**src/fcp_pkg.sv**
```systemverilog
// ----------------------------------------------------------------------------
// fcp_pkg
// Shared types, character codes and the idle state for the framed command parser.
// ----------------------------------------------------------------------------
package fcp_pkg;

	localparam logic [7:0] CH_START = 8'h24;  // '$'
	localparam logic [7:0] CH_END   = 8'h2A;  // '*'
	localparam logic [7:0] CH_MINUS = 8'h2D;  // '-'
	localparam logic [7:0] CH_SPACE = 8'h20;  // ' '
	localparam logic [7:0] CH_ZERO  = 8'h30;  // '0'
	localparam logic [7:0] CH_K     = 8'h4B;  // 'K'
	localparam logic [7:0] CH_S     = 8'h53;  // 'S'

	typedef enum logic [1:0] {
		PH_WAIT,
		PH_START,
		PH_SIGN,
		PH_ACC
	} fcp_phase_t;

	typedef struct packed {
		logic        in_frame;
		logic [3:0]  position;
		logic [7:0]  cmd_byte;
		logic [7:0]  sub_byte;
		fcp_phase_t  phase;
		logic        negative;
		logic [15:0] acc;
		logic        digit_seen;
		logic        dropped;
	} fcp_state_t;

	typedef struct packed {
		logic [7:0]         cmd_letter;
		logic [7:0]         sub_letter;
		logic signed [15:0] value;
		logic               has_digits;
		logic               overflow;
	} fcp_result_t;

	function automatic fcp_state_t fcp_idle_state();
		fcp_state_t s;
		s.in_frame   = 1'b0;
		s.position   = 4'd0;
		s.cmd_byte   = 8'd0;
		s.sub_byte   = 8'd0;
		s.phase      = PH_WAIT;
		s.negative   = 1'b0;
		s.acc        = 16'd0;
		s.digit_seen = 1'b0;
		s.dropped    = 1'b0;
		return s;
	endfunction

endpackage

```
**src/fcp_step.sv**
```systemverilog
// ----------------------------------------------------------------------------
// fcp_step
// Per-byte update of the frame parser state and the result of a closing '*'.
// ----------------------------------------------------------------------------
module fcp_step #(
	parameter int FRAME_BYTES = 12
) (
	input  logic [7:0]          rx_byte,
	input  fcp_pkg::fcp_state_t cur,
	output fcp_pkg::fcp_state_t nxt,
	output logic                emit,
	output fcp_pkg::fcp_result_t res
);
	import fcp_pkg::*;

	localparam logic [3:0] FRAME_LIMIT = 4'(FRAME_BYTES);

	fcp_state_t  upd;
	fcp_phase_t  ph;
	logic [3:0]  start_pos;
	logic [15:0] acc_next;
	logic [15:0] acc_neg;

	// acc * 10 + (byte - '0'), all mod 2^16
	assign acc_next = (cur.acc << 3) + (cur.acc << 1) + 16'({8'd0, rx_byte} - {8'd0, CH_ZERO});
	assign acc_neg  = 16'd0 - cur.acc;

	always_comb begin
		upd       = cur;
		emit      = 1'b0;
		ph        = cur.phase;
		start_pos = 4'd2;
		if (rx_byte == CH_START) begin
			upd          = fcp_idle_state();
			upd.in_frame = 1'b1;
			upd.position = 4'd1;
		end else if (cur.in_frame) begin
			if (cur.position >= FRAME_LIMIT) begin
				upd.dropped = 1'b1;
				emit        = (rx_byte == CH_END);
			end else begin
				upd.position = cur.position + 4'd1;
				if (cur.position == 4'd1)
					upd.cmd_byte = rx_byte;
				if (cur.position == 4'd2)
					upd.sub_byte = rx_byte;
				if (rx_byte == CH_END) begin
					emit = 1'b1;
				end else if (cur.position >= 4'd2) begin
					if (upd.cmd_byte == CH_K || upd.cmd_byte == CH_S)
						start_pos = 4'd3;
					if (ph == PH_WAIT && cur.position >= start_pos)
						ph = PH_START;
					unique case (ph)
						PH_WAIT: begin
						end
						PH_START: begin
							if (rx_byte == CH_SPACE) begin
								upd.phase = PH_SIGN;
							end else if (rx_byte == CH_MINUS) begin
								upd.negative = 1'b1;
								upd.phase    = PH_ACC;
							end else begin
								upd.acc        = acc_next;
								upd.digit_seen = 1'b1;
								upd.phase      = PH_ACC;
							end
						end
						PH_SIGN: begin
							if (rx_byte == CH_MINUS) begin
								upd.negative = 1'b1;
								upd.phase    = PH_ACC;
							end else begin
								upd.acc        = acc_next;
								upd.digit_seen = 1'b1;
								upd.phase      = PH_ACC;
							end
						end
						PH_ACC: begin
							upd.acc        = acc_next;
							upd.digit_seen = 1'b1;
						end
						default: begin
						end
					endcase
				end
			end
		end
	end

	always_comb begin
		res.cmd_letter = upd.cmd_byte;
		res.sub_letter = upd.sub_byte;
		res.has_digits = cur.digit_seen;
		res.overflow   = upd.dropped;
		if (!cur.digit_seen)
			res.value = 16'sd0;
		else if (cur.negative)
			res.value = $signed(acc_neg);
		else
			res.value = $signed(cur.acc);
		// a finished frame drops back to idle
		nxt = emit ? fcp_idle_state() : upd;
	end

endmodule

```
**src/framed_command_parser_core.sv**
```systemverilog
// ----------------------------------------------------------------------------
// framed_command_parser_core
// Parses '$'-framed ASCII commands: command letter, sub letter, signed value.
// ----------------------------------------------------------------------------
// a closing '*' is captured in the input register when it is accepted, and its
// result is then written to the result register
// throughput: one byte per cycle; the byte register stalls only when a frame
// result is waiting and the result register is still full
// reset: arst_n clears the parser to idle (outside any frame), no result held
module framed_command_parser_core #(
	parameter int FRAME_BYTES = 12
) (
	input  logic               clk,
	input  logic               arst_n,
	input  logic               rx_valid,
	output logic               rx_ready,
	input  logic [7:0]         rx_byte,
	output logic               res_valid,
	input  logic               res_ready,
	output logic [7:0]         cmd_letter,
	output logic [7:0]         sub_letter,
	output logic signed [15:0] value,
	output logic               has_digits,
	output logic               overflow
);
	import fcp_pkg::*;

	logic        byte_valid_s1;
	logic [7:0]  byte_s1;
	fcp_state_t  state_q;
	fcp_state_t  state_next;
	logic        emit;
	fcp_result_t res;
	fcp_result_t res_q;
	logic        res_valid_q;
	logic        advance;

	fcp_step #(
		.FRAME_BYTES(FRAME_BYTES)
	) u_step (
		.rx_byte(byte_s1),
		.cur    (state_q),
		.nxt    (state_next),
		.emit   (emit),
		.res    (res)
	);

	// byte in s1 moves on unless it makes a result that has nowhere to go
	assign advance  = byte_valid_s1 && (!emit || !res_valid_q || res_ready);
	assign rx_ready = !byte_valid_s1 || advance;

	always_ff @(posedge clk or negedge arst_n) begin
		if (!arst_n) begin
			byte_valid_s1 <= 1'b0;
		end else if (rx_ready) begin
			byte_valid_s1 <= rx_valid;
		end
	end

	always_ff @(posedge clk) begin
		if (rx_valid && rx_ready)
			byte_s1 <= rx_byte;
	end

	always_ff @(posedge clk or negedge arst_n) begin
		if (!arst_n) begin
			state_q <= fcp_idle_state();
		end else if (advance) begin
			state_q <= state_next;
		end
	end

	always_ff @(posedge clk or negedge arst_n) begin
		if (!arst_n) begin
			res_valid_q <= 1'b0;
		end else if (advance && emit) begin
			res_valid_q <= 1'b1;
		end else if (res_ready) begin
			res_valid_q <= 1'b0;
		end
	end

	always_ff @(posedge clk) begin
		if (advance && emit)
			res_q <= res;
	end

	assign res_valid  = res_valid_q;
	assign cmd_letter = res_q.cmd_letter;
	assign sub_letter = res_q.sub_letter;
	assign value      = res_q.value;
	assign has_digits = res_q.has_digits;
	assign overflow   = res_q.overflow;

endmodule

```
**config.mk**
```make
export PLATFORM = sky130hd
export DESIGN_NAME = framed_command_parser_core
export DESIGN_NICKNAME = d
export VERILOG_FILES = /design/src/fcp_pkg.sv /design/src/fcp_step.sv /design/src/framed_command_parser_core.sv
export SDC_FILE = /design/constraint.sdc
export NUM_CORES = 1
export LEC_CHECK = 0
export BUFFER_PORTS_ARGS = -buffer_cell sky130_fd_sc_hd__clkbuf_2
export CAP_MARGIN = 20
export CORE_UTILIZATION = 45
export CTS_BUF_LIST = sky130_fd_sc_hd__clkbuf_4 sky130_fd_sc_hd__clkbuf_8
export DETAILED_ROUTE_END_ITERATION = 16
export SETUP_SLACK_MARGIN = 0.15
export SYNTH_ARGS = -nofsm -noshare
export SYNTH_HDL_FRONTEND = slang
export SYNTH_SLANG_ARGS = --single-unit
```
**constraint.sdc**
```tcl
create_clock -name clk -period 6.2 [get_ports clk]
set_input_delay 0.31 -clock clk [delete_from_list [all_inputs] [get_ports clk]]
set_output_delay 0.31 -clock clk [all_outputs]
set_load 0.005 [all_outputs]
```
==> metrics.csv <==
metric,value,unit
min cycle time layout,3.62,ns
via density per instance,5.53,
CP endpoint kind,register,
GRT Total Usage,20.2,%
Buffers on Ports,47,
Antenna Violating Nets Remaining,0,
CP arrival,3.92,ns
"EDFF count, synth",42,
Die W,107,um
kind of critical path,reg -> reg,
Worst-Margin Slew,0.906,ns
clk_lat worst skew,0.37,ns
Avg Inst Size Synth,10.9,sq um
first-pass GRT wire length,17600,um
initial antenna violation count,0,
H-tree depth,3,
Vias,3520,
drt total wl,10500,um
Cell variety after synth,58,
Critical R2R Capture,state_q[16]$_DFFE_PN0P_,
Critical Path Source Type,register,
Fin. Hold Viols,0,
post-CTS setup buffers,0,
maximum clock rate,276,MHz
dpl cells,621,
Layout area overhead,11.6,%
post-synthesis sequential area ratio,47.9,%
setup TNS,0,ns
CP Data Required Time,6.50,ns
unrepaired setup endpoints after global routing,no,
Initial Utilization,47.1,%
leak pwr,0.00233,uW
Fill cells,959,
NumNets Final,543,
PD cells,478,nW/um^2
synthesized cell area,4930,sq um
CTS tree,yes,
Post-synth ARST share,51.2,%
Inserted Clock Buffers,9,
Rows,37,
max cap viols,0,
Sink Count,86,
Worst VDD drop,157,uV
crit path cell chain,nor4b_1 -> nand4_1 -> o21ai_0 -> ha_1 -> nand2b_1 -> a21boi_0 -> o21ai_0 -> ha_1 -> a22o_1 -> a21oi_1 -> o31ai_4 -> buf_4 -> nor2_1 -> a22o_1,
"Net Count, Synth",501,
Seq cells post-synth,86,
largest net degree at the start of global routing,45,
# hold bufs at CTS,0,
r2r startpoint,byte_s1[5]$_DFFE_PP_,
Root Driver,clkbuf_8,
"non-filler cells, final",637,
post-CTS sizing,0,
"commonest non-fill, non-tap cell in the layout",nand2_1,
period utilisation layout,58.3,%
"Slew Viols, Final",0,
"CTS clk-pin slew, worst paths",0.09,ns
layout cells sized above 1,16.6,%
I/O pin count,48,
clk buf depth,2,
number of global-route vias before repair,3422,
Detailed Routing Iterations Pass 1,5,
YS warnings,0,
status,completed,
Hold WC Path Type,in -> async,
total gr overflow,0,
R2R Setup Slk,2.58,ns
Synth Instances,454,
dpl hpwl,7830,um
R2R cell count,14,
most frequent cells in the layout,"nand2_1 (49), clkbuf_2 (47), dfrtp_1 (44)",
Die Ht,107,um
wire per inst,16.5,um
Synth Flop Type,dfrtp_1,
GP Congestion,0.884,
Slew headroom,39.0,%
DR iter-0 viols,167,
Design Power,2630,uW
crit-path max FO,16,
CP max-delay cell,edfxtp_1,
Critical Path Max Stage Delay,0.53,ns
die area,11400,sq um
Final Skew,0.0123,ns
Final setup viols,0,
DRC,0,
diode count,0,
core area,10500,sq um
routing by layer:
metal	vias to the layer above	wire (um)	GRT usage, %	share of wire [%]
met3	10	453	4.26	4.3
li1	1711	-	-	-
met2	93	4560	28.7	43
met4	0	134	7.14	1.3
met5	-	0	0	0
met1	1706	5390	30.2	51
worst max path at each step:
| stage | start | end | slack (ns) | cells past startpoint |
|---|---|---|---|---|
| floorplan | byte_s1[4]$_DFFE_PP_ | cmd_letter[0]$_DFFE_PP_ | 2.39 | 8 |
| global placement | byte_s1[5]$_DFFE_PP_ | state_q[11]$_DFFE_PN0P_ | 2.72 | 14 |
| detailed placement | byte_s1[5]$_DFFE_PP_ | state_q[16]$_DFFE_PN0P_ | 2.64 | 14 |
| CTS | byte_s1[5]$_DFFE_PP_ | state_q[16]$_DFFE_PN0P_ | 2.62 | 14 |
| global route | byte_s1[7]$_DFFE_PP_ | state_q[16]$_DFFE_PN0P_ | 2.26 | 13 |
| finish | byte_s1[5]$_DFFE_PP_ | state_q[16]$_DFFE_PN0P_ | 2.58 | 14 |
per-stage QoR:
stage | setup slack [ns] | hold slack, ns | util [%] | instance area, sq um
after floorplan | 2.39 | 0.0144 | - | 4930
after global placement | 2.72 | 0.438 | 50.5 | 5280
after detailed placement | 2.64 | 0.446 | 50.5 | 5280
after CTS | 2.62 | 0.0491 | 52.6 | 5500
after global routing | 2.26 | 0.0802 | 52.6 | 5500
final | 2.58 | 0.0239 | 52.6 | 5500
worst max-delay path: cells and delay by family (launching register included):
| family | cells | cell delay (ns) |
|---|---|---|
| DFF | 1 | 0.53 |
| buffers and inverters | 1 | 0.25 |
| adders and majority gates | 2 | 0.47 |
| AOI/OAI and AO/OA | 7 | 1.37 |
| and+or+nand+nor | 4 | 0.95 |
cells in the mapped netlist, drive strengths merged, types with 13 or more instances:
cell    count  area (sq um)
nand2      50           190
dfrtp      44          1100
edfxtp     42          1260
nor2       32           120
a21oi      28           140
a22o       22           193
ha         22           275
xnor2      20           175
o21ai      18          90.1
o31ai      16           125
inv        15          56.3
and2       14          87.6
fa         13           260
sequential cells by signal (all words and copies together), names as in the netlist:
register       count
state_q           42
value             16
byte_s1            8
cmd_letter         8
sub_letter         8
byte_valid_s1      1
has_digits         1
overflow           1
res_valid          1
final cells by class:
| class | count | area [sq um] | area share, % |
|---|---|---|---|
| repair buffers | 52 | 273 | 4.96 |
| well taps | 136 | 170 | 3.09 |
| inverters | 15 | 56.3 | 1.02 |
| flip-flops and latches | 86 | 2360 | 42.9 |
| clock inverters | 5 | 81.3 | 1.48 |
| multi-input cells | 332 | 2420 | 44.0 |
| clock buffers | 11 | 139 | 2.52 |
cell families after synthesis:
family | share of synthesized area (%)
buf+inv | 3.45
compound gates | 15.2
fa+ha+maj | 10.9
mux | 1.83
xor+xnor | 5.33
simple gates | 15.5
flops | 47.9
power by group:
group	internal [uW]	switching, uW	total, uW
combinational	566	676	1240
sequential	753	196	949
clock	237	203	440
total	1560	1080	2630
No activity file was read; power rests on OpenSTA's default activity.
